`config.mk`:
```
export PLATFORM = sky130hd
export DESIGN_NAME = atsc_front
export DESIGN_NICKNAME = d
export VERILOG_FILES = /design/src/rtl/atsc_pkg.sv /design/src/rtl/atsc_front.sv
export SDC_FILE = /design/constraint.sdc
export NUM_CORES = 2
export LEC_CHECK = 0
export BUFFER_PORTS_ARGS = -buffer_cell sky130_fd_sc_hd__buf_2
export CAP_MARGIN = 40
export CORE_MARGIN = 2
export CORE_UTILIZATION = 44
export CTS_BUF_LIST = sky130_fd_sc_hd__clkbuf_8
export CTS_CLUSTER_DIAMETER = 200
export CTS_CLUSTER_SIZE = 12
export DETAILED_ROUTE_END_ITERATION = 10
export PLACE_DENSITY_LB_ADDON = 0.25
export SETUP_SLACK_MARGIN = 0.15
export SYNTH_ARGS = -nofsm -noshare
export SYNTH_HDL_FRONTEND = slang
export SYNTH_SLANG_ARGS = --single-unit
```
`constraint.sdc`:
```
create_clock -name clk -period 12.8 [get_ports clk]
set_input_delay 0.64 -clock clk [delete_from_list [all_inputs] [get_ports clk]]
set_output_delay 0.64 -clock clk [all_outputs]
set_load 0.005 [all_outputs]
```
`src/rtl/atsc_pkg.sv`:
```
package atsc_pkg;

  localparam int unsigned QUEUE_DEPTH = 4;
  localparam int unsigned QPTR_W      = $clog2(QUEUE_DEPTH);
  localparam int unsigned QCOUNT_W    = $clog2(QUEUE_DEPTH + 1);
  localparam int unsigned JOB_COUNT_W = 13;
  localparam int unsigned CFG_INDEX_W = 3;

  localparam logic [CFG_INDEX_W-1:0] REG_TOLERANCE      = 3'd0;
  localparam logic [CFG_INDEX_W-1:0] REG_COARSEN_FACTOR = 3'd1;
  localparam logic [CFG_INDEX_W-1:0] REG_REPEAT_COUNT   = 3'd2;
  localparam logic [CFG_INDEX_W-1:0] REG_MAX_STEP       = 3'd3;
  localparam logic [CFG_INDEX_W-1:0] REG_MIN_STEP       = 3'd4;

  localparam logic [31:0] COEF_Q32 = 32'd357770776;
  localparam logic [31:0] SAT32    = 32'hFFFF_FFFF;

  localparam logic [31:0] RESET_TOLERANCE      = 32'd4294967;
  localparam logic [31:0] RESET_COARSEN_FACTOR = 32'h8000_0000;
  localparam logic [7:0]  RESET_REPEAT_COUNT   = 8'd3;
  localparam logic [31:0] RESET_MAX_STEP       = 32'hFFFF_FFFF;
  localparam logic [31:0] RESET_MIN_STEP       = 32'd0;

  typedef struct packed {
    logic [63:0]            diff_sum;
    logic [63:0]            sol_sum;
    logic [JOB_COUNT_W-1:0] count;
    logic [31:0]            step_size;
  } job_t;

  typedef struct packed {
    logic [31:0] tolerance;
    logic [31:0] coarsen_factor;
    logic [7:0]  repeat_count;
    logic [31:0] max_step;
    logic [31:0] min_step;
  } cfg_t;

endpackage

```
`src/rtl/atsc_front.sv`:
```
module atsc_front #(
  parameter int unsigned MAX_ELEMENTS = 4096,
  parameter int unsigned SAMPLE_BITS  = 24
) (
  input  logic                          clk,
  input  logic                          rst,
  input  logic                          in_valid,
  output logic                          in_stall,
  input  logic [23:0]                   accel_now,
  input  logic [23:0]                   accel_prev,
  input  logic [23:0]                   solution_value,
  input  logic [31:0]                   step_size,
  input  logic                          last_element,
  input  logic [atsc_pkg::QCOUNT_W-1:0] q_count,
  output logic                          push,
  output atsc_pkg::job_t                push_data
);
  import atsc_pkg::*;

  localparam int unsigned ECOUNT_W = $clog2(MAX_ELEMENTS + 1);
  localparam int unsigned DSQ_W    = 2 * SAMPLE_BITS + 2;
  localparam int unsigned SSQ_W    = 2 * SAMPLE_BITS;

  logic                        accept;
  logic                        counted;
  logic [ECOUNT_W-1:0]         ecount;
  logic [ECOUNT_W-1:0]         ecount_inc;
  logic signed [SAMPLE_BITS-1:0] a_now;
  logic signed [SAMPLE_BITS-1:0] a_prev;
  logic signed [SAMPLE_BITS:0]   diff;

  logic                          v1;
  logic                          add1;
  logic signed [SAMPLE_BITS:0]   d1;
  logic signed [SAMPLE_BITS-1:0] s1;
  logic                          last1;
  logic [31:0]                   dt1;
  logic [JOB_COUNT_W-1:0]        cnt1;

  logic                          v2;
  logic                          last2;
  logic [DSQ_W-1:0]              pd2;
  logic [SSQ_W-1:0]              ps2;
  logic [31:0]                   dt2;
  logic [JOB_COUNT_W-1:0]        cnt2;

  logic signed [DSQ_W-1:0]       pd;
  logic signed [SSQ_W-1:0]       ps;
  logic [63:0]                   dsum;
  logic [63:0]                   ssum;
  logic [63:0]                   dsum_next;
  logic [63:0]                   ssum_next;
  logic [QCOUNT_W+1:0]           pending;

  assign pending  = (QCOUNT_W + 2)'(q_count) + (QCOUNT_W + 2)'(v1 && last1)
                  + (QCOUNT_W + 2)'(v2 && last2);
  assign in_stall = (pending >= (QCOUNT_W + 2)'(QUEUE_DEPTH));
  assign accept   = in_valid && !in_stall;

  assign counted    = (ecount < ECOUNT_W'(MAX_ELEMENTS));
  assign ecount_inc = counted ? ecount + 1'b1 : ecount;
  assign a_now      = accel_now[SAMPLE_BITS-1:0];
  assign a_prev     = accel_prev[SAMPLE_BITS-1:0];
  assign diff       = {a_now[SAMPLE_BITS-1], a_now} - {a_prev[SAMPLE_BITS-1], a_prev};

  assign pd = d1 * d1;
  assign ps = s1 * s1;

  assign dsum_next = dsum + {{(64 - DSQ_W){1'b0}}, pd2};
  assign ssum_next = ssum + {{(64 - SSQ_W){1'b0}}, ps2};

  assign push                = v2 && last2;
  assign push_data.diff_sum  = dsum_next;
  assign push_data.sol_sum   = ssum_next;
  assign push_data.count     = cnt2;
  assign push_data.step_size = dt2;

  always_ff @(posedge clk) begin
    if (accept) begin
      add1  <= counted;
      d1    <= diff;
      s1    <= solution_value[SAMPLE_BITS-1:0];
      last1 <= last_element;
      dt1   <= step_size;
      cnt1  <= JOB_COUNT_W'(ecount_inc);
    end
    if (v1) begin
      last2 <= last1;
      pd2   <= add1 ? DSQ_W'(unsigned'(pd)) : '0;
      ps2   <= add1 ? SSQ_W'(unsigned'(ps)) : '0;
      dt2   <= dt1;
      cnt2  <= cnt1;
    end
  end

  always_ff @(posedge clk) begin
    if (rst) begin
      v1     <= 1'b0;
      v2     <= 1'b0;
      ecount <= '0;
      dsum   <= '0;
      ssum   <= '0;
    end else begin
      v1 <= accept;
      v2 <= v1;
      if (accept) begin
        ecount <= last_element ? '0 : ecount_inc;
      end
      if (v2) begin
        dsum <= last2 ? '0 : dsum_next;
        ssum <= last2 ? '0 : ssum_next;
      end
    end
  end

endmodule

```
Word-level counts from Yosys, hierarchy flattened
Index checks and enable logic that the tools add are counted.

Output and inout bits: 175. Bits in latches: 0. Memories: 0. Bits of input ports: 111. ROM bits: 0. Word-level logic and storage cells: 34. Register bits: 383. Bits in writable memories: 0.

Shift operators: 0. Divide/modulo/power cells: 0. Add/sub/neg operators: 6. Equal/unequal tests: 0. Reduce and logical (&&, ||, !) cells: 4. Multipliers: 2. Bitwise logic cells: 0. Magnitude comparators: 2. Mux-type cells: 4.

Operators with widths (count): 64-bit two-way mux (2); 64-bit by 48-bit adder with 64-bit output (1); 64-bit by 50-bit adder with 64-bit output (1); 25-bit by 25-bit multiplier with 50-bit output (1); 24-bit by 24-bit multiplier with 48-bit output (1); 13-bit two-way mux (2); 24-bit by 24-bit subtractor with 25-bit output (1); 13-bit by 1-bit adder with 13-bit output, second input constant (1); 13-bit less-than comparator, second input constant (1); 4-bit by 1-bit adder with 5-bit output (1); 5-bit by 3-bit greater-or-equal comparator with 1-bit output, second input constant (1); 3-bit by 1-bit adder with 4-bit output (1); 1-bit logical AND (3); 1-bit logical NOT (1).

Logic depth before layout (Yosys ltp)
Word-level depth: 6. Depth in mapped cells: 29. Gate-level depth less buffers: 29.

Worst setup path before layout
OpenSTA, ideal clock, no wires.

Path type: flip-flop to flip-flop. Start point: register d1[18]. End point: register pd2[46] (data pin). Arrival: 7.492 ns. Setup time: 0.266 ns. Buffers on the path: 2. Path slack: 5.042 ns. Required time: 12.534 ns. Stages on the path, launching flop included: 28. Cells stage by stage: edfxtp_1 clkbuf_1 clkbuf_1 nand2_1 fa_1 inv_1 fa_1 inv_1 fa_1 inv_1 fa_1 fa_1 fa_1 inv_1 fa_1 inv_1 ha_1 a21o_1 a21oi_2 nor2b_1 o41a_1 nor4_4 o311ai_2 a2111oi_4 o21ai_2 o32ai_4 xor2_1 nor2_1.

Word-level cells in the longest chain between the ends: 1.

Ends and longest elaborated chain: from (decl) (RTL line atsc_front.sv:34) `logic signed [SAMPLE_BITS:0] d1;`; from (signal assigned) (RTL line atsc_front.sv:81) `d1 <= diff;`; 25-bit by 25-bit multiplier with 50-bit output (RTL line atsc_front.sv:66) `assign pd = d1 * d1;`; to (signal assigned) (RTL line atsc_front.sv:89) `pd2 <= add1 ? DSQ_W'(unsigned'(pd)) : '0;`; to (decl) (RTL line atsc_front.sv:42) `logic [DSQ_W-1:0] pd2;`.

No other way between the ends. A chain may end at the register's enable or synchronous reset.

Worst setup path in the final report
Start point: register d1[11]. End point: register pd2[46] (data pin).

The elaborated chain is that of the path after synthesis.

==> run metrics <==
Num CTS Buffers=39; WS Path Type=flip-flop to flip-flop; die width=roughly 370 um; 1st-iter DRT viols=~2,600; Fmax achieved=between 100 and 150 MHz; #FFs+latches synth=381; CP Launch Type=flip-flop; sequential area share after synthesis=0.1691; Final Hold Fails=0; Setup TNS Final=0 ps; Hold Path Sink=s1[2]$_DFFE_PP_; hold path start=solution_value[2]; largest net degree at the start of global routing=65; status=finished clean; CTS Sinks=about 380; clk_lat worst skew=~740 ps; DRT Wirelength=about 150,000 um; total of max-cap violations=0; Setup Fix Bufs, Post-CTS=0; root buf cell=clkbuf_8; worst r2r src=d1[11]$_DFFE_PP_; setup repair after global routing missed its margin=no; worst r2r dst=pd2[46]$_SDFFCE_PN0P_; synthesized net count=7,749; Port Buffers=roughly 290; Fill cells=roughly 13,000; Post-synth top flop=edfxtp_1; vias in the first global route=about 43,000; Starting Density=0.4434; DR vias=about 41,000; Die Y-Extent=between 300 and 400 um; area growth from synthesis to layout=7.180%; clock skew=a little under 80 ps; Worst-Margin Slew=946.5 ps; Tot GR Track Use=0.2234; clock tree buffer depth=3; Remaining Overflow, GRT=0; Worst-path clk slew=100 ps; Post-Synthesis Cells=6,053; worst r2r path cells=27; Max Slew Vio Count=0; crit end category=flip-flop; Vias per Instance=between 5 and 6; DRC=0; CORE AREA=about 130,000 um^2; Core Rows=between 100 and 150; HPWL after DPL=approximately 120,000 um; flop2flop setup slack=4140 ps; CTS tree=yes; crit-path max FO=22; Syn Area/Cell=just under 10 um^2; crit path DAT=9060 ps; DRT Pass-1 Iters=6; gpl congestion=~0.90; Mapped Area=59,180 um^2; DIE AREA=around 140,000 um^2; asr flop ratio synth=0; CTS Hold Bufs=5; final setup violation count=0; # IOs=286; DR WL/cell=between 15 and 20 um; first-pass GRT wire length=roughly 240,000 um; Post-synth EDFFs=between 200 and 250; share of layout cells above drive strength 1=0.07152; relative slew slack=0.3690; antenna viol nets, final=0; initial antenna violation count=2; Worst EP required=about 13,000 ps; HP Class=input pin to flip-flop; final net count=approximately 8,000; synth warn=0; fin crit period=just under 9000 ps; Tcrit/Tclk final=0.6767; htree depth=2; PostCTS Resize Cnt=0; hold path cells=1; Yosys cell types=between 90 and 100
[Yosys cell counts (all sizes together) (119+ instances only)]
cell / count / area, um^2
xnor2: 162 / 1419
fa: 1164 / 23300
nand2: 502 / 1884
o21ai: 119 / 610.6
inv: 1498 / 5623
nor2: 284 / 1066
clkbuf: 177 / 664.4
and2: 228 / 1426
a21oi: 198 / 998.5
edfxtp: 238 / 7147
ha: 421 / 5268
a21o: 139 / 1044
dfxtp: 143 / 2863
[area by class of cell]
type | count | area [um^2] | area share
diodes | 4 | 10.01 | 0.0001578
repair buffers | 351 | 1984 | 0.03129
clock inverters | 32 | 167.7 | 0.002643
well taps | 1768 | 2212 | 0.03488
flip-flops and latches | 381 | 10010 | 0.1579
clock buffers | 39 | 536.8 | 0.008463
multi-input cells | 3990 | 42870 | 0.6759
inverters | 1499 | 5629 | 0.08875
[cell usage in the layout, fill, tap and decap left out, types with 38 or more instances in the layout]
cell,count
inv_1,1522
fa_1,1164
nand2_1,502
ha_1,421
buf_2,284
nor2_1,281
edfxtp_1,238
and2_1,226
a21oi_1,196
xnor2_1,162
dfxtp_1,142
a21o_1,139
xor2_1,94
o21ai_0,94
a22oi_1,70
nor2b_1,62
nand3_1,58
buf_4,58
and3_1,46
a31oi_1,41
clkbuf_8,39
nand2b_1,38
[worst max-delay path: stages (launching register included)]
cell	delay, ps
edfxtp_1	980
inv_1	330
nor2_1	270
inv_1	90
fa_1	500
fa_1	550
inv_1	50
fa_1	500
inv_1	50
fa_1	530
inv_1	50
fa_1	380
fa_1	510
inv_1	50
fa_1	470
inv_1	40
ha_1	350
a21o_1	210
a21oi_2	130
nor2b_1	60
o41a_1	370
nor4_4	360
o311ai_2	290
a2111oi_4	530
o21ai_2	170
o32ai_4	330
xor2_1	160
nor2_1	50
[sequential cells by signal (all words and copies together) (netlist names), 13 cells and up]
register  count
d1           25
cnt1         13
s1           24
ps2          47
ssum         64
dsum         64
dt1          32
dt2          32
cnt2         13
ecount       13
pd2          49
[cell families after synthesis]
| kind of cell | count (synthesis) | share of synthesized area |
|---|---|---|
| buffers and inverters | 1682 | 0.1068 |
| muxes | 18 | 0.003129 |
| AOI/OAI and AO/OA | 778 | 0.09073 |
| DFF | 381 | 0.1691 |
| xor gates and xnor gates | 256 | 0.03789 |
| and+or+nand+nor | 1353 | 0.1096 |
| adders and majority gates | 1585 | 0.4828 |
[worst max path at each step]
stage	from	to	slack, ps	depth (start not counted)
final	d1[11]$_DFFE_PP_	pd2[46]$_SDFFCE_PN0P_	4140	27
after global routing	d1[9]$_DFFE_PP_	pd2[46]$_SDFFCE_PN0P_	3670	27
after CTS	d1[11]$_DFFE_PP_	pd2[46]$_SDFFCE_PN0P_	4110	27
after detailed placement	d1[11]$_DFFE_PP_	pd2[46]$_SDFFCE_PN0P_	4180	27
after global placement	d1[11]$_DFFE_PP_	pd2[46]$_SDFFCE_PN0P_	4310	27
after floorplan	d1[18]$_DFFE_PP_	pd2[46]$_SDFFCE_PN0P_	5040	27
[metal layers]
metal | up-vias | track usage | routed length (um)
met3 | 137 | 0.03463 | 9564
met4 | 0 | 0.04103 | 2571
li1 | 19153 | - | -
met5 | - | 0 | 0
met2 | 1082 | 0.3491 | 67100
met1 | 20946 | 0.3313 | 71420
[through the flow]
step	instance area, um^2	hold slack (ps)	std cells	setup slack (ps)	util
after detailed placement	62660	404.5	7984	4181	0.4695
after global routing	63420	19.91	8062	3675	0.4752
after global placement	62580	400.3	7980	4306	0.4689
after floorplan	59180	400.3	6053	5042	-
final	63430	90.97	8064	4139	0.4752
after CTS	63420	2.026	8060	4114	0.4752
Power is not shown: default switching activity piles up to over one toggle a cycle in this logic, so the estimate is an artifact.
