File: config.mk
export PLATFORM = sky130hd
export DESIGN_NAME = atsc_back
export DESIGN_NICKNAME = d
export VERILOG_FILES = /design/src/rtl/atsc_pkg.sv /design/src/rtl/atsc_back.sv
export SDC_FILE = /design/constraint.sdc
export NUM_CORES = 2
export LEC_CHECK = 0
export ABC_AREA = 1
export BUFFER_PORTS_ARGS = -buffer_cell sky130_fd_sc_hd__buf_4
export CAP_MARGIN = 20
export CORE_MARGIN = 2
export CORE_UTILIZATION = 35
export DETAILED_ROUTE_END_ITERATION = 10
export SYNTH_ARGS = -nofsm -noshare
export SYNTH_HDL_FRONTEND = slang
export SYNTH_SLANG_ARGS = --single-unit
File: constraint.sdc
create_clock -name clk -period 10.58 [get_ports clk]
set_clock_uncertainty 0.05 [all_clocks]
set_input_delay 0.529 -clock clk [delete_from_list [all_inputs] [get_ports clk]]
set_output_delay 0.529 -clock clk [all_outputs]
set_load 0.1 [all_outputs]
File: src/rtl/atsc_pkg.sv
package atsc_pkg;

  localparam int unsigned QUEUE_DEPTH = 4;
  localparam int unsigned QPTR_W      = $clog2(QUEUE_DEPTH);
  localparam int unsigned QCOUNT_W    = $clog2(QUEUE_DEPTH + 1);
  localparam int unsigned JOB_COUNT_W = 13;
  localparam int unsigned CFG_INDEX_W = 3;

  localparam logic [CFG_INDEX_W-1:0] REG_TOLERANCE      = 3'd0;
  localparam logic [CFG_INDEX_W-1:0] REG_COARSEN_FACTOR = 3'd1;
  localparam logic [CFG_INDEX_W-1:0] REG_REPEAT_COUNT   = 3'd2;
  localparam logic [CFG_INDEX_W-1:0] REG_MAX_STEP       = 3'd3;
  localparam logic [CFG_INDEX_W-1:0] REG_MIN_STEP       = 3'd4;

  localparam logic [31:0] COEF_Q32 = 32'd357770776;
  localparam logic [31:0] SAT32    = 32'hFFFF_FFFF;

  localparam logic [31:0] RESET_TOLERANCE      = 32'd4294967;
  localparam logic [31:0] RESET_COARSEN_FACTOR = 32'h8000_0000;
  localparam logic [7:0]  RESET_REPEAT_COUNT   = 8'd3;
  localparam logic [31:0] RESET_MAX_STEP       = 32'hFFFF_FFFF;
  localparam logic [31:0] RESET_MIN_STEP       = 32'd0;

  typedef struct packed {
    logic [63:0]            diff_sum;
    logic [63:0]            sol_sum;
    logic [JOB_COUNT_W-1:0] count;
    logic [31:0]            step_size;
  } job_t;

  typedef struct packed {
    logic [31:0] tolerance;
    logic [31:0] coarsen_factor;
    logic [7:0]  repeat_count;
    logic [31:0] max_step;
    logic [31:0] min_step;
  } cfg_t;

endpackage

File: src/rtl/atsc_back.sv
module atsc_back (
  input  logic           clk,
  input  logic           rst,
  input  atsc_pkg::cfg_t cfg,
  input  logic           q_empty,
  input  atsc_pkg::job_t head,
  output logic           pop,
  output logic           out_valid,
  input  logic           out_stall,
  output logic           change_step,
  output logic [31:0]    new_step,
  output logic [31:0]    relative_error
);
  import atsc_pkg::*;

  localparam logic [4:0] S_IDLE  = 5'd0;
  localparam logic [4:0] S_MUL   = 5'd1;
  localparam logic [4:0] S_DIV   = 5'd2;
  localparam logic [4:0] S_SQRT  = 5'd3;
  localparam logic [4:0] S_MEAN  = 5'd4;
  localparam logic [4:0] S_RMS   = 5'd5;
  localparam logic [4:0] S_NORM  = 5'd6;
  localparam logic [4:0] S_P1    = 5'd7;
  localparam logic [4:0] S_P2    = 5'd8;
  localparam logic [4:0] S_P3    = 5'd9;
  localparam logic [4:0] S_REL   = 5'd10;
  localparam logic [4:0] S_BT    = 5'd11;
  localparam logic [4:0] S_FLAG  = 5'd12;
  localparam logic [4:0] S_CB0   = 5'd13;
  localparam logic [4:0] S_CB1   = 5'd14;
  localparam logic [4:0] S_CB2   = 5'd15;
  localparam logic [4:0] S_CB3   = 5'd16;
  localparam logic [4:0] S_STEP  = 5'd17;
  localparam logic [4:0] S_ST2   = 5'd18;
  localparam logic [4:0] S_CLAMP = 5'd19;

  logic [4:0]   state;
  logic [4:0]   ret;
  logic [6:0]   cnt;
  logic [127:0] x;
  logic [127:0] y;
  logic [63:0]  m;
  logic [64:0]  rem;

  job_t         job;
  logic [31:0]  rms;
  logic [31:0]  norm;
  logic [47:0]  peak;
  logic [47:0]  peak_next;
  logic [31:0]  rel;
  logic         flag;
  logic [7:0]   run;
  logic [7:0]   run_inc;
  logic [127:0] cnum;
  logic [31:0]  root;
  logic [31:0]  treg;
  logic [31:0]  tcand;
  logic [4:0]   bidx;
  logic [63:0]  step;
  logic [31:0]  step_sat;
  logic [31:0]  step_hi;
  logic [31:0]  step_out;

  logic [64:0]  div_rs;
  logic         div_ge;
  logic [64:0]  sq_rs;
  logic [64:0]  sq_trial;
  logic         sq_ge;

  assign pop = (state == S_IDLE) && !q_empty;

  assign div_rs   = {rem[63:0], x[127]};
  assign div_ge   = (div_rs >= {1'b0, m});
  assign sq_rs    = {rem[62:0], x[127:126]};
  assign sq_trial = {31'b0, y[31:0], 2'b01};
  assign sq_ge    = (sq_rs >= sq_trial);

  assign peak_next = ({16'b0, norm} > peak) ? {16'b0, norm} : peak;
  assign run_inc   = run + 1'b1;
  assign tcand     = root | (32'd1 << bidx);

  assign step_sat = (step[63:32] != 32'b0) ? SAT32 : step[31:0];
  assign step_hi  = (step_sat > cfg.max_step) ? cfg.max_step : step_sat;
  assign step_out = (step_hi < cfg.min_step) ? cfg.min_step : step_hi;

  always_ff @(posedge clk) begin
    if (rst) begin
      state     <= S_IDLE;
      ret       <= S_IDLE;
      out_valid <= 1'b0;
      peak      <= '0;
      run       <= '0;
    end else begin
      if (out_valid && !out_stall && (state != S_CLAMP)) begin
        out_valid <= 1'b0;
      end
      unique case (state)
        S_IDLE: begin
          if (!q_empty) begin
            job   <= head;
            x     <= {64'b0, head.diff_sum};
            m     <= (head.count == '0) ? 64'd1 : {51'b0, head.count};
            rem   <= '0;
            y     <= '0;
            cnt   <= '0;
            ret   <= S_MEAN;
            state <= S_DIV;
          end
        end
        S_MUL: begin
          if (m[0]) begin
            y <= y + x;
          end
          x   <= {x[126:0], 1'b0};
          m   <= {1'b0, m[63:1]};
          cnt <= cnt + 1'b1;
          if (cnt == 7'd63) begin
            state <= ret;
          end
        end
        S_DIV: begin
          rem <= div_ge ? div_rs - {1'b0, m} : div_rs;
          y   <= {y[126:0], div_ge};
          x   <= {x[126:0], 1'b0};
          cnt <= cnt + 1'b1;
          if (cnt == 7'd127) begin
            state <= ret;
          end
        end
        S_SQRT: begin
          rem <= sq_ge ? sq_rs - sq_trial : sq_rs;
          y   <= {y[126:0], sq_ge};
          x   <= {x[125:0], 2'b00};
          cnt <= cnt + 1'b1;
          if (cnt == 7'd31) begin
            state <= ret;
          end
        end
        S_MEAN: begin
          x     <= {y[55:0], 8'b0, 64'b0};
          rem   <= '0;
          y     <= '0;
          cnt   <= '0;
          ret   <= S_RMS;
          state <= S_SQRT;
        end
        S_RMS: begin
          rms   <= y[31:0];
          x     <= {job.sol_sum[59:0], 4'b0, 64'b0};
          rem   <= '0;
          y     <= '0;
          cnt   <= '0;
          ret   <= S_NORM;
          state <= S_SQRT;
        end
        S_NORM: begin
          norm  <= y[31:0];
          state <= S_P1;
        end
        S_P1: begin
          peak <= peak_next;
          x    <= {96'b0, job.step_size};
          m    <= {32'b0, job.step_size};
          y    <= '0;
          cnt  <= '0;
          if (peak_next == '0) begin
            rel   <= '0;
            state <= S_BT;
          end else if (norm == '0) begin
            rel   <= SAT32;
            state <= S_BT;
          end else begin
            ret   <= S_P2;
            state <= S_MUL;
          end
        end
        S_P2: begin
          x     <= {64'b0, y[63:0]};
          m     <= {32'b0, COEF_Q32};
          y     <= '0;
          cnt   <= '0;
          ret   <= S_P3;
          state <= S_MUL;
        end
        S_P3: begin
          x     <= {64'b0, y[95:32]};
          m     <= {32'b0, rms};
          y     <= '0;
          cnt   <= '0;
          ret   <= S_REL;
          state <= S_MUL;
        end
        S_REL: begin
          x     <= y;
          m     <= {6'b0, norm, 26'b0};
          rem   <= '0;
          y     <= '0;
          cnt   <= '0;
          ret   <= S_BT;
          state <= S_DIV;
        end
        S_BT: begin
          if (ret == S_BT) begin
            rel <= (y[127:32] != '0) ? SAT32 : y[31:0];
          end
          x     <= {96'b0, cfg.coarsen_factor};
          m     <= {32'b0, cfg.tolerance};
          y     <= '0;
          cnt   <= '0;
          ret   <= S_FLAG;
          state <= S_MUL;
        end
        S_FLAG: begin
          if ({rel, 8'b0} > {8'b0, cfg.tolerance}) begin
            run  <= '0;
            flag <= 1'b1;
          end else if (rel[31:24] != '0 || {rel, 40'b0} > {8'b0, y[63:0]}) begin
            run  <= '0;
            flag <= 1'b0;
          end else if (run_inc == cfg.repeat_count) begin
            run  <= '0;
            flag <= 1'b1;
          end else begin
            run  <= run_inc;
            flag <= 1'b0;
          end
          if (rel == '0) begin
            step  <= {31'b0, job.step_size, 1'b0} + {32'b0, job.step_size};
            state <= S_CLAMP;
          end else begin
            x     <= {32'b0, y[63:0], 32'b0};
            m     <= {32'b0, rel};
            rem   <= '0;
            y     <= '0;
            cnt   <= '0;
            ret   <= S_CB0;
            state <= S_DIV;
          end
        end
        S_CB0: begin
          cnum  <= y;
          root  <= '0;
          bidx  <= 5'd31;
          state <= S_CB1;
        end
        S_CB1: begin
          treg  <= tcand;
          x     <= {96'b0, tcand};
          m     <= {32'b0, tcand};
          y     <= '0;
          cnt   <= '0;
          ret   <= S_CB2;
          state <= S_MUL;
        end
        S_CB2: begin
          x     <= {64'b0, y[63:0]};
          m     <= {32'b0, treg};
          y     <= '0;
          cnt   <= '0;
          ret   <= S_CB3;
          state <= S_MUL;
        end
        S_CB3: begin
          if (y <= cnum) begin
            root <= treg;
          end
          if (bidx == '0) begin
            state <= S_STEP;
          end else begin
            bidx  <= bidx - 1'b1;
            state <= S_CB1;
          end
        end
        S_STEP: begin
          x     <= {96'b0, job.step_size};
          m     <= {32'b0, root};
          y     <= '0;
          cnt   <= '0;
          ret   <= S_ST2;
          state <= S_MUL;
        end
        S_ST2: begin
          step  <= y[87:24];
          state <= S_CLAMP;
        end
        S_CLAMP: begin
          if (!out_valid || !out_stall) begin
            out_valid      <= 1'b1;
            change_step    <= flag;
            new_step       <= step_out;
            relative_error <= rel;
            state          <= S_IDLE;
          end
        end
        default: begin
          state <= S_IDLE;
        end
      endcase
    end
  end

  a_div_nonzero: assert property (@(posedge clk) disable iff (rst)
    (state == S_DIV) |-> (m != '0))
    else $error("division with zero divisor");

  a_pop_nonempty: assert property (@(posedge clk) disable iff (rst)
    pop |-> !q_empty)
    else $error("queue read while empty");

  a_sqrt_rem: assert property (@(posedge clk) disable iff (rst)
    (state == S_SQRT) |-> (rem <= {y[63:0], 1'b0}))
    else $error("square root remainder out of range");

endmodule

# After elaboration in Yosys (flattened, before gate mapping)
# Index checks and enable logic that the tools add are counted.
# totals
input_bits	313
wordCells	191
out_inout_bits	67
register_bits	973
# op_classes
reduce_logical	52
n_eq_ne	39
mux	57
n_addsub	7
shift	1
order_cmp	8
bitwise	3
# op_table
operator	count
$pmux W128 S12	1
$pmux W128 S6	1
$pmux W64 S11	1
$mux W128	5
$mux W64	7
$pmux W64 S5	1
$mux W32	8
$add A128 B128 Y128	1
$le A128 B128 Y1	1
$pmux W32 S2	2
$pmux W64 S2	1
$reduce_bool A96 Y1	1
$gt A72 B64 Y1	1
$pmux W5 S14	1
$ge A65 B34 Y1	1
$ge A65 B64 Y1	1
$logic_not A32 Y1	2
$sub A64 B34 Y64	1
$sub A64 B64 Y64	1
$mux W5	12
$pmux W5 S12	1
$gt A32 B48 Y1	1
$logic_not A48 Y1	1
$mux W48	1
50 further kinds	113

# Depth between registers and ports, before layout
# logic_depth
depth_word	6
depth_mapped	35
depth_no_buf	33

# Worst setup path before layout
# No wires, ideal clock.
# synth_timing
kind	register to register
start	register state[1]
end	register x[0], enable pin
synth_period_minus_slack_ns	8.716
n_path_buf	2
stages_incl_launch_ff	15
path_slack_ns	1.864
setup_time_ns	0.657
required_time_ns	9.873
arrival_ns	8.009
cell_sequence	dfxtp_1 > inv_1 > nor2_1 > inv_1 > nor2_1 > inv_1 > nor2_2 > inv_1 > nand2_2 > nor2_1 > nand3_1 > inv_2 > buf_2 > buf_2 > a21oi_1
# synth_between
elab_chain_len	4
elab_cells_between_ends	22
# synth_lines
item	line	source
start: declaration	atsc_back.sv:37	logic [4:0] state;
start signal: assignment	atsc_back.sv:118	state <= ret;
start signal: assignment	atsc_back.sv:127	state <= ret;
start signal: assignment	atsc_back.sv:136	state <= ret;
$eq A5 B2 Y1, or another cell as far along	atsc_back.sv:97	unique case (state)
$reduce_or A2 Y1 (no line)	-	
$reduce_bool A12 Y1 (no line)	-	
$reduce_and A4 Y1 (no line) *	-	
end signal: assignment	atsc_back.sv:101	x <= {64'b0, head.diff_sum};
end signal: assignment	atsc_back.sv:114	x <= {x[126:0], 1'b0};
end signal: assignment	atsc_back.sv:124	x <= {x[126:0], 1'b0};
end: declaration	atsc_back.sv:40	logic [127:0] x;
# Mark *: on every way between the ends. The rest lies on a longest branch, timed or not.
# A chain may end at the register's enable or synchronous reset.

# Worst setup path after layout
# layout_timing
start	register step[57]
end	register new_step[18] (data pin)
# layout_between
elab_chain_len	6
# layout_lines
item	line	source
start: declaration	atsc_back.sv:59	logic [63:0] step;
start signal: assignment	atsc_back.sv:228	step <= {31'b0, job.step_size, 1'b0} + {32'b0, job.step_size};
start signal: assignment	atsc_back.sv:283	step <= y[87:24];
$reduce_bool A32 Y1 *	atsc_back.sv:82	assign step_sat = (step[63:32] != 32'b0) ? SAT32 : step[31:0];
$mux W32 *	atsc_back.sv:82	
$gt A32 B32 Y1	atsc_back.sv:83	assign step_hi = (step_sat > cfg.max_step) ? cfg.max_step : step_sat;
$mux W32 *	atsc_back.sv:83	
$lt A32 B32 Y1	atsc_back.sv:84	assign step_out = (step_hi < cfg.min_step) ? cfg.min_step : step_hi;
$mux W32 *	atsc_back.sv:84	
net step_out[18]	atsc_back.sv:62	logic [31:0] step_out;
end signal: assignment	atsc_back.sv:290	new_step <= step_out;
end: declaration	atsc_back.sv:11	output logic [31:0] new_step,
# The timed path passes the listed nets; every way through them passes the cells marked *.

==> metrics.cfg <==
[yosys]
muxShareOfSynthArea_pct=0
synth-adder-area-share_pct=9.877
synth-compound-area-share_pct=19.87
ys_warn_count=0
postSynthCellCount=8332
synth_nets=9178
ys_seq_area_share_pct=41.87
synth.most_common_cell=nand2_1
synth-xor-area-share_pct=2.056
yosysTopAreaCell=edfxtp_1
netlist_area_mm2=0.06775
syn_avg_cell_area_um2=8.131
synth_top_area_share_pct=39.89
yosys.area_share.simple_pct=17.93
synthArstFlopShare_pct=0
ys_ff_latch=967
synth-edff-count=900
synth_top_family_by_area=compound AO/OA/AOI/OAI gates
synth_top_flop_cell=edfxtp_1
synth_cell_types=71
synthTopCellsByArea=edfxtp_1 (40%), ha_1 (9.8%), nand2_1 (7.9%)
synthTopCellsByCount=nand2_1 (1,429), inv_1 (1,235), edfxtp_1 (900)

[worst_setup_path]
cp-start-kind=register
r2r_start=step[57]
rr_worst_depth=25
crit_type=reg -> reg
path_max_fanout=63
cp-startpoint=step[57]
r2r-end=new_step[18]
arrival_ps=8870
cp-end-kind=register
required_ps=11100
r2r_setup_slack_ps=2230
endpoint=new_step[18]

[clock_tree]
cts_resized=0
clk-insertion-delay-late_ps=840
clk_pin_slew_ps=70
clockBufferDepth=3
cts_buffers=114
htreeDepth=3
cts_tree=done
cts-root-buf=clkbuf_16
cts_sinks=967

[power]
power_density_mw_per_mm2=248.3
vdd_ir_drop_max_uv=165.5
power.switching_mw=9.521
p_seq_share_pct=30.2
combPwrFrac_pct=47.6
p_leak_nw=32.31
clock_power_share_pct=22.2
p_int_mw=10.25
p_sw_share_pct=48.16

[sta]
period_share_pct=78.90
slew_viol_final=0
setup_viol=0
min_period_ps=8348
fin_ws_ps=2232
worst-slew-pin-transition_ps=1318
rsz0062_at_grt=false
hold_violations=0
slew_headroom_pct=12.06
fin_tns_setup_ps=0
fmax_mhz=119.8

[floorplan]
num_rows=161
die_h_um=444.0
die_area_mm2=0.1971
io-pin-count=380
start_util_pct=35.22
core_region_area_mm2=0.1924
chipWidth_um=444.0

[finish]
drive_gt1_share_pct=9.005
nets=9711
area_delta_synth_final_pct=17.50

[routing]
wl_per_cell_um=29.68
top_layer_used=met5
ant_nets=0
dr.pass1.iters=11
via_per_inst=5.933
met3_length_mm=34.39
drc_errors=1
route.met2.wl_mm=145.3
drt_wl_total_mm=342.0
route.vias.total=68360
wl_met1_mm=132.1
drt-initial-drc-count=9368

[placed_design]
gp_congestion=1.119
port_buffers=375
dpl.hpwl_mm=265.7
dp_slack_ps=2572

[global_route]
grt_max_degree=125
grt_pass1_wl_mm=476.0
grt_pass1_vias=64500
antenna_found_initial=28
grt_overflow=0
track_usage_pct=33.63

[run]
drv_cap=0

[min_path]
hold_path.class=in -> reg

[status]
failed_checks=DRC
status=finished with violations

power groups by stage:
stage               logic (mW)  clock network, mW  registers [mW]
finish                    9.42               4.38            5.97
floorplan                 5.52                  0            5.57
global route              10.0               4.54            5.96
global placement          8.93                  0            5.96
CTS                       9.06               4.40            5.90
detailed placement        8.96                  0            5.97
worst min-delay path by stage:
stage / slack [ps] / endpoint / start / cells after the start
5_1_grt: 4 / m[8] / head[40] / 3
3_5_place_dp: 360 / peak[33] / peak[33] / 2
6_report: 3 / x[0] / cfg[72] / 3
4_1_cts: 0.2 / x[34] / head[143] / 3
2_1_floorplan: 350 / change_step / flag / 0
3_3_place_gp: 350 / change_step / flag / 0
layout make-up:
class | instances | area (µm²)
inverter | 1247 | 4683
multi-input combinational | 5883 | 33910
sequential | 967 | 28370
fill | 19330 | 112800
tap | 2526 | 3161
clock buffer | 128 | 2937
antenna | 35 | 87.58
clock inverter | 85 | 1119
timing repair buffer | 652 | 5333
placed cells by master, fill, tap and decap left out, drive strengths merged, types with 27 or more instances in the layout:
| cell type | synthesis | layout |
|---|---|---|
| o21a | 42 | 42 |
| or2 | 39 | 39 |
| buf | 69 | 486 |
| a31oi | 63 | 63 |
| nand3 | 265 | 265 |
| xor2 | 74 | 74 |
| ha | 530 | 530 |
| clkbuf | 166 | 128 |
| nor2 | 838 | 838 |
| nor4 | 95 | 95 |
| clkinv | 6 | 55 |
| nor3 | 70 | 70 |
| o211ai | 78 | 78 |
| o2111ai | 88 | 88 |
| edfxtp | 900 | 900 |
| a221oi | 107 | 107 |
| diode | 0 | 35 |
| inv | 1241 | 1248 |
| a21oi | 792 | 792 |
| a211oi | 60 | 60 |
| o21bai | 27 | 27 |
| dlygate4sd3 | 0 | 166 |
| o21ai | 778 | 778 |
| xnor2 | 85 | 85 |
| o22ai | 129 | 129 |
| nand4 | 126 | 126 |
| a21o | 45 | 45 |
| dfxtp | 67 | 67 |
| nand2 | 1438 | 1438 |
per-stage QoR:
| stage | hold slack [ps] | std cells | power (mW) | util (%) | area [µm²] |
|---|---|---|---|---|---|
| 2_1_floorplan | 350.3 | 8332 | 11.09 | - | 67750 |
| 3_3_place_gp | 354.3 | 11110 | 14.89 | 38.35 | 73770 |
| 3_5_place_dp | 362.6 | 11110 | 14.93 | 38.36 | 73790 |
| 4_1_cts | 0.2325 | 11490 | 19.36 | 41.33 | 79510 |
| 5_1_grt | 3.941 | 11500 | 20.55 | 41.34 | 79530 |
| 6_report | 2.662 | 11520 | 19.77 | 41.38 | 79600 |
flip-flops by register name, summed over array words and instances (netlist names), 7 cells and up:
signal and flops:
cnum 128, x 128, y 128, job 92, rem 64, step 64
m 58, peak 48, new_step 32, norm 32, rel 32, relative_error 32
rms 32, root 32, treg 32, run 8, cnt 7
cell families after synthesis:
group | count (synthesis)
fa+ha+maj | 533
flops | 967
compound gates | 2287
xor+xnor | 159
simple gates | 2904
buf+inv | 1482
critical path, cell delays in order (launching register included):
cell	delay, ps
edfxtp_1	370
nor4_1	710
nand4_1	390
nor2_1	970
inv_1	710
or2_2	500
ha_1	300
a21oi_1	150
o21ai_0	110
nand2_1	70
nand2_1	70
a21oi_1	200
nand2_1	110
nand2_2	720
o21ai_0	240
ha_1	350
a21oi_1	140
nor2_1	60
a211oi_1	270
o221ai_1	200
a21oi_2	150
buf_4	360
nand2_1	350
buf_4	330
nand2_1	100
nand2_1	50
repair_timing:
action | 4_1_cts | 5_1_grt
endpoints found under the hold margin | 165 | 0
setup buffers | 0 | 0
setup endpoints to repair | 0 | 0
hold buffers | 166 | 0
layer usage:
layer | track usage (%) | up-vias
li1 | - | 30310
met1 | 42.86 | 32780
met2 | 50.25 | 4319
met3 | 7.059 | 953
met4 | 24.91 | 2
met5 | 0 | -
Power figures use the tool's default switching activity.
