[src/rtl/atsc_pkg.sv]
package atsc_pkg;

  localparam int unsigned QUEUE_DEPTH = 4;
  localparam int unsigned QPTR_W      = $clog2(QUEUE_DEPTH);
  localparam int unsigned QCOUNT_W    = $clog2(QUEUE_DEPTH + 1);
  localparam int unsigned JOB_COUNT_W = 13;
  localparam int unsigned CFG_INDEX_W = 3;

  localparam logic [CFG_INDEX_W-1:0] REG_TOLERANCE      = 3'd0;
  localparam logic [CFG_INDEX_W-1:0] REG_COARSEN_FACTOR = 3'd1;
  localparam logic [CFG_INDEX_W-1:0] REG_REPEAT_COUNT   = 3'd2;
  localparam logic [CFG_INDEX_W-1:0] REG_MAX_STEP       = 3'd3;
  localparam logic [CFG_INDEX_W-1:0] REG_MIN_STEP       = 3'd4;

  localparam logic [31:0] COEF_Q32 = 32'd357770776;
  localparam logic [31:0] SAT32    = 32'hFFFF_FFFF;

  localparam logic [31:0] RESET_TOLERANCE      = 32'd4294967;
  localparam logic [31:0] RESET_COARSEN_FACTOR = 32'h8000_0000;
  localparam logic [7:0]  RESET_REPEAT_COUNT   = 8'd3;
  localparam logic [31:0] RESET_MAX_STEP       = 32'hFFFF_FFFF;
  localparam logic [31:0] RESET_MIN_STEP       = 32'd0;

  typedef struct packed {
    logic [63:0]            diff_sum;
    logic [63:0]            sol_sum;
    logic [JOB_COUNT_W-1:0] count;
    logic [31:0]            step_size;
  } job_t;

  typedef struct packed {
    logic [31:0] tolerance;
    logic [31:0] coarsen_factor;
    logic [7:0]  repeat_count;
    logic [31:0] max_step;
    logic [31:0] min_step;
  } cfg_t;

endpackage

[src/rtl/atsc_fifo.sv]
module atsc_fifo (
  input  logic                            clk,
  input  logic                            rst,
  input  logic                            push,
  input  atsc_pkg::job_t                  push_data,
  input  logic                            pop,
  output atsc_pkg::job_t                  head,
  output logic [atsc_pkg::QCOUNT_W-1:0]   count
);
  import atsc_pkg::*;

  job_t              entry [QUEUE_DEPTH];
  logic [QPTR_W-1:0] wr_ptr;
  logic [QPTR_W-1:0] rd_ptr;

  assign head = entry[rd_ptr];

  always_ff @(posedge clk) begin
    if (push) begin
      entry[wr_ptr] <= push_data;
    end
  end

  always_ff @(posedge clk) begin
    if (rst) begin
      wr_ptr <= '0;
      rd_ptr <= '0;
      count  <= '0;
    end else begin
      if (push) begin
        wr_ptr <= wr_ptr + 1'b1;
      end
      if (pop) begin
        rd_ptr <= rd_ptr + 1'b1;
      end
      unique case ({push, pop})
        2'b10:   count <= count + 1'b1;
        2'b01:   count <= count - 1'b1;
        default: count <= count;
      endcase
    end
  end

endmodule

[config.mk]
export PLATFORM = sky130hd
export DESIGN_NAME = atsc_fifo
export DESIGN_NICKNAME = d
export VERILOG_FILES = /design/src/rtl/atsc_pkg.sv /design/src/rtl/atsc_fifo.sv
export SDC_FILE = /design/constraint.sdc
export NUM_CORES = 1
export LEC_CHECK = 0
export CORE_ASPECT_RATIO = 1.4
export CORE_MARGIN = 4
export CORE_UTILIZATION = 59
export CTS_BUF_LIST = sky130_fd_sc_hd__clkbuf_8
export CTS_CLUSTER_SIZE = 30
export DETAILED_ROUTE_END_ITERATION = 8
export DONT_BUFFER_PORTS = 1
export MAX_ROUTING_LAYER = met4
export PLACE_DENSITY = 0.78
export SLEW_MARGIN = 20
export SYNTH_ARGS = -nofsm -noshare
export SYNTH_HDL_FRONTEND = slang
export SYNTH_SLANG_ARGS = --single-unit
[constraint.sdc]
create_clock -name clk -period 12.6 [get_ports clk]
set_clock_uncertainty 0.1 [all_clocks]
set_input_delay 1.89 -clock clk [delete_from_list [all_inputs] [get_ports clk]]
set_output_delay 1.89 -clock clk [all_outputs]
set_load 0.005 [all_outputs]
Word-level counts from Yosys, hierarchy flattened
Memory sizes are Yosys's and may differ from the RTL's. A register that Yosys moved wholly into a read port is not among the register bits. Cells that the tools add are included.

Add/subtract/negate cells: 4. Mux-type cells: 5. Eq/ne operators: 2. Reductions and logical operators: 1.

Operator list (number): $pmux W3 S2 (1); $add A2 B1 Y2 const B (2); $mux W2 (2); $add A3 B1 Y3 const B (1); $sub A3 B1 Y3 const B (1); $eq A2 B1 Y1 const B (1); $eq A2 B2 Y1 const B (1); $mux W1 (2); $reduce_bool A2 Y1 (1).

Memories: 1. Memory bits (writable): 692. Output and inout port bits: 176. Logic and storage cells: 16. Register bits: 7.

Memory list: entry (words 4, width 173, rd ports 1, clocked after Yosys merged registers in 1, write ports 1, line atsc_fifo.sv:12) `job_t entry [QUEUE_DEPTH];`.

Depth between registers and ports, before layout
Gate-level depths: netlist (run 1).

Depth in word-level cells: 3. Depth in mapped cells: 7. Mapped depth without buffers: 7.

Worst setup path after synthesis (run 1)
OpenSTA, ideal clock, no wires.

Path kind: input port to flip-flop. From: input port push. To: memory entry[0][0] in the netlist's numbering (enable). Required time: 11.947 ns. Slack: 6.121 ns. Stages on the path: 1. Arrival time: 5.826 ns. Cells stage by stage: and2_1.

Longest elaborated chain between the ends: 2.

Ends and longest elaborated chain: start: declaration (line atsc_fifo.sv:4) `input logic push,`; $mux W1 (line atsc_fifo.sv:19) `if (push) begin`; $mux W1 (not written as such) (line atsc_fifo.sv:20) `entry[wr_ptr] <= push_data;`; end: declaration (line atsc_fifo.sv:12).

No other way between the ends.

==> impl_metrics.py, run 1 <==
metrics = {
    "clock_tree": {
        "cts_tree": "built",
        "cts-root-buf": "clkbuf_8",
        "cts_post_setup_buffers_inserted": 0,
        "clock_path_buffers": 3,
        "clk_pin_slew_worst_paths_ps": 70,
        "numCtsBuffers": 98,
        "insertion_delay_ps": 630,
        "cts_sinks": 701,
        "ctsResizeCount": 0,
        "cts_hold_buf": 0,
        "cts_max_level": 3,
    },
    "logic_synthesis": {
        "synth-main-ff-cell": "edfxtp_1",
        "synth_common_cells": "692 x edfxtp_1, 173 x mux4_2, 17 x buf_2, 17 x buf_6, 9 x dfxtp_1",
        "avgSynthCellArea_sq_um": 26.8,
        "async_flop_share_pct": 0,
        "synth_area_leader_cell": "edfxtp_1",
        "ys_warn_count": 0,
        "synth_area_leaders": "edfxtp_1 82%, mux4_2 15%, buf_6 0.75%, dfxtp_1 0.71%, buf_2 0.33%",
        "synthesis.nets": 1131,
        "yosysMostFrequentCell": "edfxtp_1",
        "synth_area_sq_mm": 0.0254,
        "syn_inst": 948,
        "ys_seq_area_share_pct": 82.5,
        "ys_ff_latch": 701,
        "synth_enable_flop_cells": 692,
        "synth_cell_types": 19,
        "netlist.area_leader.share_pct": 81.8,
    },
    "flow_run": {
        "cap_violations": 0,
    },
    "die": {
        "ios": 353,
        "die-area_sq_mm": 0.0465,
        "rows": 89,
        "die_w_um": 183,
        "start_util_pct": 60.0,
        "die_h_um": 253,
        "core-area_sq_mm": 0.0423,
    },
    "place": {
        "io_buffers": 0,
        "gp_congestion": 0.781,
        "place_area_sq_mm": 0.0259,
        "hpwl_mm": 28.2,
    },
    "final_layout": {
        "drive_gt1_share_pct": 28.7,
        "area_growth_pct": 9.08,
        "finalNetCount": 1205,
        "design_area_sq_mm": 0.0277,
        "diodes": 0,
    },
    "setup_path": {
        "cp-start-kind": "flop",
        "cp-end-kind": "primary output",
        "crit_type": "flop to primary output",
        "worstPathArrival_ps": 3910,
        "critPathMaxFanout": 48,
        "required_ps": 10610,
    },
    "sta": {
        "slew_violations": 0,
        "fin_crit_ps": 5900,
        "finalCritPeriodShare_pct": 46.8,
        "slew_headroom_pct": 31.4,
        "finalSetupTns_ps": 0,
        "rsz0062_at_grt": "false",
        "tightest_slew_ps": 1030,
        "timing.fmax_mhz": 169,
        "hold_violations": 0,
        "setup_viol": 0,
    },
    "detailed_routing": {
        "routedWlPerCell_um": 28.1,
        "vias_per_cell": 6.14,
        "drt_pre_antenna_iters": 5,
        "vias": 10100,
        "drc": 0,
        "antenna_left": 0,
        "drtIter0Drc": 713,
        "wl_mm": 46.3,
    },
    "global_route": {
        "track_usage_pct": 20.7,
        "grt_pass1_wl_mm": 69.1,
        "antenna_found_initial": 0,
        "first_global_vias": 11000,
        "gr-total-overflow": 0,
        "grt_max_degree": 128,
    },
    "pwr": {
        "ir_drop_mv": 0.104,
        "leakagePower_uw": 0.00860,
        "power.density_mw_per_mm2": 166,
    },
    "worst_hold_path": {
        "hp-class": "flop to flop",
    },
    "status": {
        "status": "completed",
    },
}
==> per-stage QoR <==
stage          worst slack [ps]  hold slack (ps)  instances  utilization [%]  total power (uW)
6_report                   6700              444       1647             65.5              4600
5_1_grt                    6140              507       1647             65.5              4800
4_1_cts                    6410              460       1647             65.5              4660
3_5_place_dp               7140              437       1468             61.2              3090
3_3_place_gp               7140              412       1468             61.2              3080
2_1_floorplan              6120              374        948                -              3020
==> routing by layer <==
metal	global-route usage [%]	wire length, um
met5	-	0
met3	8.35	5000
met2	33.0	24200
met4	7.28	1390
met1	24.3	15800
==> area by class of cell <==
cell class | instances | area [sq um]
flip-flops and latches | 701 | 21000
fillers | 2584 | 14600
multi-input cells | 202 | 4120
clock buffers | 99 | 1360
well taps | 546 | 683
clock inverters | 80 | 428
repair buffers | 13 | 118
inverters | 6 | 22.5
==> critical path, stage by stage, from the launching register on <==
cell and delay, ps:
dfxtp_4 850, buf_4 830, buf_4 850, mux4_2 670
==> power by group <==
part,switching (uW),internal [uW]
clock network,794,782
registers,38.1,2680
logic,170,136
total,1000,3600
==> layout by cell type (no fill, tap or decap), drive strengths merged, types with 2 or more instances in the layout <==
cell / n
clkinvlp: 4
and2: 4
clkinv: 39
nor2: 8
dfxtp: 9
xor2: 3
clkbuf: 99
inv: 41
bufinv: 2
mux4: 173
a21oi: 2
buf: 13
xnor2: 2
edfxtp: 692
ha: 5
==> logic make-up after synthesis <==
family	share of synthesized area (%)
buffers and inverters	1.28
AND/OR/NAND/NOR	0.256
XOR/XNOR	0.172
AO/OA/AOI/OAI	0.0591
multiplexers	15.4
adder cells (fa/ha/maj)	0.325
flip-flops	82.5
==> flip-flops by register name (all words and copies together), names as in the netlist, named ones only <==
register  cells
count         3
entry       692
rd_ptr        2
wr_ptr        2
==> worst paths after layout <==
path	cells after the start	endpoint	slack (ps)	from
max	3	head[125]	6700	flop
min	2	flop	440	rd_ptr[1]
max reg2reg	5	entry[0][55]	9100	wr_ptr[0]
min reg2reg	2	flop	440	rd_ptr[1]
Power figures use the tool's default switching activity.
==> inputs of run 2 (changes only) <==
--- a/config.mk
+++ b/config.mk
@@ -13,7 +13,7 @@
 export DETAILED_ROUTE_END_ITERATION = 8
 export DONT_BUFFER_PORTS = 1
 export MAX_ROUTING_LAYER = met4
-export PLACE_DENSITY = 0.78
+export PLACE_DENSITY = 0.81
 export SLEW_MARGIN = 20
 export SYNTH_ARGS = -nofsm -noshare
 export SYNTH_HDL_FRONTEND = slang
==> constraint.sdc (replaced) <==
create_clock -name clk -period 5.2 [get_ports clk]
set_clock_uncertainty 0.1 [all_clocks]
set_input_delay 0.78 -clock clk [delete_from_list [all_inputs] [get_ports clk]]
set_output_delay 0.78 -clock clk [all_outputs]
set_load 0.005 [all_outputs]
==> run 2 against run 1 <==
Clock power increased by 140%; final area up 0.37%; combinational power increased by 150%; global-route usage fell by 0.41 points.
==> impl_metrics.py, run 2 (same netlist as run 1, synthesis figures left out) <==
metrics = {
    "global_route": {
        "track_usage_pct": 20.3,
        "grt_pass1_wl_mm": 68.1,
        "grt_max_degree": 83,
        "first_global_vias": 10900,
        "antenna_found_initial": 0,
        "gr-total-overflow": 0,
    },
    "clock_tree": {
        "clk_pin_slew_worst_paths_ps": 60,
        "cts_max_level": 3,
        "ctsResizeCount": 0,
        "insertion_delay_ps": 640,
        "cts_hold_buf": 0,
        "clock_path_buffers": 3,
        "cts-root-buf": "clkbuf_8",
        "numCtsBuffers": 94,
        "cts_sinks": 701,
        "cts_tree": "built",
        "cts_post_setup_buffers_inserted": 0,
    },
    "pwr": {
        "power.density_mw_per_mm2": 403,
        "leakagePower_uw": 0.00863,
        "ir_drop_mv": 0.304,
    },
    "sta": {
        "hold_violations": 0,
        "slew_headroom_pct": 41.3,
        "holdWs_ps": 95.0,
        "rsz0062_at_grt": "false",
        "tightest_slew_ps": 880,
        "slew_violations": 0,
        "timing.fmax_mhz": 284,
        "finalCritPeriodShare_pct": 67.7,
        "setup_viol": 0,
        "finalSetupTns_ps": 0,
        "fin_crit_ps": 3520,
    },
    "setup_path": {
        "required_ps": 4320,
        "cpPeakStageDelay_ps": 810,
        "cpMaxStageDelayCell": "dfxtp_4",
        "worstPathArrival_ps": 2640,
        "crit_type": "flop to primary output",
        "cp-end-kind": "primary output",
        "cp-start-kind": "flop",
        "critPathMaxFanout": 35,
        "worstPathCellList": "buf_4 -> mux4_2",
    },
    "die": {
        "core-area_sq_mm": 0.0423,
        "rows": 89,
        "start_util_pct": 60.0,
        "ios": 353,
        "die_w_um": 183,
        "die-area_sq_mm": 0.0465,
        "die_h_um": 253,
    },
    "final_layout": {
        "drive_gt1_share_pct": 28.7,
        "final_common_cell": "edfxtp_1",
        "mostFrequentLayoutCells": "692 x edfxtp_1, 173 x mux4_2, 97 x clkbuf_8",
        "design_area_sq_mm": 0.0278,
        "multi_input_comb_area_sq_mm": 0.00412,
        "regMostFlops": "entry",
        "nFillCells": 2562,
        "largestRegisters": "entry (692), count (3)",
        "finalNetCount": 1203,
        "ff_latch_area_sq_mm": 0.0210,
        "largest_reg_flops": 692,
        "diodes": 0,
        "area_growth_pct": 9.48,
        "finish.utilization_pct": 65.7,
    },
    "detailed_routing": {
        "drc": 0,
        "drt_pre_antenna_iters": 4,
        "vias": 9969,
        "vias_per_cell": 6.09,
        "drtIter0Drc": 717,
        "antenna_left": 0,
        "wl_mm": 45.3,
        "routedWlPerCell_um": 27.7,
    },
    "status": {
        "status": "completed",
    },
    "place": {
        "hpwl_mm": 28.4,
        "gp_congestion": 0.745,
        "place_area_sq_mm": 0.0260,
        "io_buffers": 0,
    },
    "worst_hold_path": {
        "hp-class": "input port to flop",
    },
    "flow_run": {
        "cap_violations": 0,
    },
}
[run 2: cell types whose count changed in the layout (fill, tap and decap cells not counted), sizes merged]
cell      before  now
buf           13   15
bufinv         2    5
clkbuf        99   97
clkinv        39   34
clkinvlp       4    0
inv           41   36
[run 2: path summary, 6_finish.rpt]
kind             start           end  slack [ps]  cells after the start
max               flop      head[66]        1680                      2
min reg2reg  rd_ptr[1]     rd_ptr[1]         430                      2
max reg2reg  wr_ptr[0]  entry[2][38]        2760                      4
min                rst          flop          90                      1
[run 2: critical path: cells and delay by family, from the launching register on]
family,cells,cell delay (ps)
muxes,1,620
DFF,1,810
buffers and inverters,1,530
[run 2: cell type report]
class                           instances  share of cell area (%)
Timing Repair Buffer                   15                   0.855
Clock buffer                           97                    4.80
Tap cell                              546                    2.46
Multi-Input combinational cell        202                    14.8
Sequential cell                       701                    75.4
Clock inverter                         69                    1.57
Inverter                                6                  0.0810
[run 2: routing by layer]
| metal | routed length [um] | GRT usage [%] |
|---|---|---|
| met4 | 1570 | 7.54 |
| met1 | 15000 | 22.8 |
| met3 | 5190 | 9.34 |
| met5 | 0 | - |
| met2 | 23500 | 32.4 |
[run 2: stage by stage]
stage | power, uW | std cells | setup WS [ps]
3_3_place_gp | 7470 | 1470 | 2250
3_5_place_dp | 7500 | 1470 | 2250
2_1_floorplan | 7290 | 948 | 1760
5_1_grt | 11700 | 1636 | 1420
6_report | 11200 | 1636 | 1680
4_1_cts | 11300 | 1636 | 1520
[run 2: power by group]
part	total [uW]	switching (uW)	leakage, uW	internal [uW]
Clock	3860	1870	0.00101	1990
Sequential	6580	86.4	0.00643	6500
Combinational	763	420	0.00118	344
==> inputs of run 3 (changes only) <==
==> constraint.sdc (replaced) <==
create_clock -name clk -period 3 [get_ports clk]
set_clock_uncertainty 0.1 [all_clocks]
set_input_delay 0.45 -clock clk [delete_from_list [all_inputs] [get_ports clk]]
set_output_delay 0.45 -clock clk [all_outputs]
set_load 0.005 [all_outputs]
==> run 3 against run 2 <==
Core utilization up 4.4 points; sequential power grew 73%; wire length is 7.8% higher; via count grew 9.1%; flip-flop and latch count is the same; critical path depth unchanged; non-clock buffer count is 185 higher.
==> impl_metrics.py, run 3 (same netlist as run 1, synthesis figures left out) <==
metrics = {
    "final_layout": {
        "area_growth_pct": 16.9,
        "finish.utilization_pct": 70.1,
        "regMostFlops": "entry",
        "finalNetCount": 1389,
        "mostFrequentLayoutCells": "692 x edfxtp_1, 177 x dlygate4sd3_1, 173 x mux4_2",
        "design_area_sq_mm": 0.0297,
        "final_common_cell": "edfxtp_1",
        "drive_gt1_share_pct": 24.7,
        "largest_reg_flops": 692,
        "largestRegisters": "entry (692), count (3)",
    },
    "flow_run": {
        "cap_violations": 0,
    },
    "sta": {
        "finalSetupTns_ps": 0,
        "rsz0062_at_grt": "false",
        "finalCritPeriodShare_pct": 91.6,
        "slew_violations": 0,
        "slew_headroom_pct": 45.5,
        "timing.fmax_mhz": 364,
        "setup_viol": 0,
        "tightest_slew_ps": 818,
        "hold_violations": 0,
        "fin_crit_ps": 2750,
    },
    "place": {
        "gp_congestion": 0.753,
        "place_area_sq_mm": 0.0262,
        "io_buffers": 0,
        "hpwl_mm": 28.5,
    },
    "setup_path": {
        "worstPathArrival_ps": 2200,
        "r2r_cells": 3,
        "cp-end-kind": "primary output",
        "rr_startpoint": "wr_ptr[0]",
        "required_ps": 2450,
        "crit_type": "flop to primary output",
        "critPathMaxFanout": 42,
        "regToRegSetupSlack_ps": 900,
        "cp-start-kind": "flop",
        "r2r-end": "entry[3][160]",
    },
    "detailed_routing": {
        "vias": 10900,
        "antenna_left": 0,
        "drc": 0,
        "routedWlPerCell_um": 26.6,
        "wl_mm": 48.8,
        "drt_pre_antenna_iters": 5,
        "drtIter0Drc": 847,
        "vias_per_cell": 5.93,
    },
    "pwr": {
        "power.total_uw": 19600,
        "ir_drop_mv": 0.567,
        "leakagePower_uw": 0.00939,
        "power.density_mw_per_mm2": 661,
    },
    "global_route": {
        "grt_max_degree": 114,
        "first_global_vias": 11700,
        "gr-total-overflow": 0,
        "track_usage_pct": 22.0,
        "grt_pass1_wl_mm": 74.0,
        "antenna_found_initial": 5,
    },
    "die": {
        "die_w_um": 183,
        "core-area_sq_mm": 0.0423,
        "die-area_sq_mm": 0.0465,
        "rows": 89,
        "die_h_um": 253,
        "ios": 353,
        "start_util_pct": 60.0,
    },
    "clock_tree": {
        "clock_path_buffers": 3,
        "cts_max_level": 3,
        "cts_sinks": 701,
        "cts-root-buf": "clkbuf_8",
        "cts_tree": "built",
        "numCtsBuffers": 95,
        "insertion_delay_ps": 640,
        "clk_pin_slew_worst_paths_ps": 60,
    },
    "worst_hold_path": {
        "holdPathStages": 3,
        "holdPathEnd": "count[1]",
        "hp-class": "input port to flop",
        "hold_start": "pop",
    },
    "status": {
        "status": "completed",
    },
}
==> run 3: cell types whose count changed in the layout (fill, tap and decap cells not counted) <==
cell / before / now
bufinv_16: 5 / 2
inv_1: 32 / 30
buf_4: 5 / 7
dlygate4sd3_1: 0 / 177
clkinv_2: 13 / 11
clkinvlp_4: 0 / 1
clkinv_1: 21 / 34
buf_12: 10 / 16
diode_2: 0 / 7
==> run 3: power breakdown <==
group | switching (uW) | total (uW) | internal [uW]
combinational | 919 | 1700 | 783
clock | 3320 | 6530 | 3200
sequential | 126 | 11400 | 11300
==> run 3: how the worst max path moves through the flow <==
stage / start / to / depth (start not counted)
floorplan: wr_ptr[0] / entry[2][0] / 3
global placement: flop / head[7] / 2
detailed placement: flop / head[0] / 2
CTS: flop / head[164] / 2
global route: flop / head[45] / 2
finish: flop / head[45] / 2
==> run 3: timing repair <==
item	4_1_cts	5_1_grt
hold endpoints to repair	702	0
hold buffers	177	0
buffers inserted	0	0
gates resized for setup	0	0
endpoints found under the setup margin	0	0
==> run 3: area by class of cell <==
| type | count | area (sq um) |
|---|---|---|
| Multi-Input combinational cell | 202 | 4120 |
| Clock buffer | 97 | 1340 |
| Inverter | 6 | 22.5 |
| Timing Repair Buffer | 200 | 2140 |
| Sequential cell | 701 | 21000 |
| Antenna cell | 7 | 17.5 |
| Tap cell | 546 | 683 |
| Fill cell | 2354 | 12600 |
| Clock inverter | 76 | 385 |
==> run 3: stage by stage <==
step / hold slack, ps / instances / setup WS (ps)
after global placement: 409 / 1478 / 851
after global routing: 102 / 1833 / 82.6
after floorplan: 374 / 948 / 695
after CTS: 30.4 / 1828 / 139
after detailed placement: 420 / 1478 / 852
final: 82.6 / 1835 / 251
==> run 3: per-layer routing <==
layer,vias to the layer above,share of wire [%],GRT usage [%]
met2,490,52,34.8
li1,4641,-,-
met4,0,3.7,8.50
met5,-,0,-
met1,5644,35,27.3
met3,99,8.9,6.90
==> run 3: worst max-delay path, cell delays in order (launching register included) <==
cell     delay (ps)
dfxtp_4         560
buf_12          360
mux4_2          600
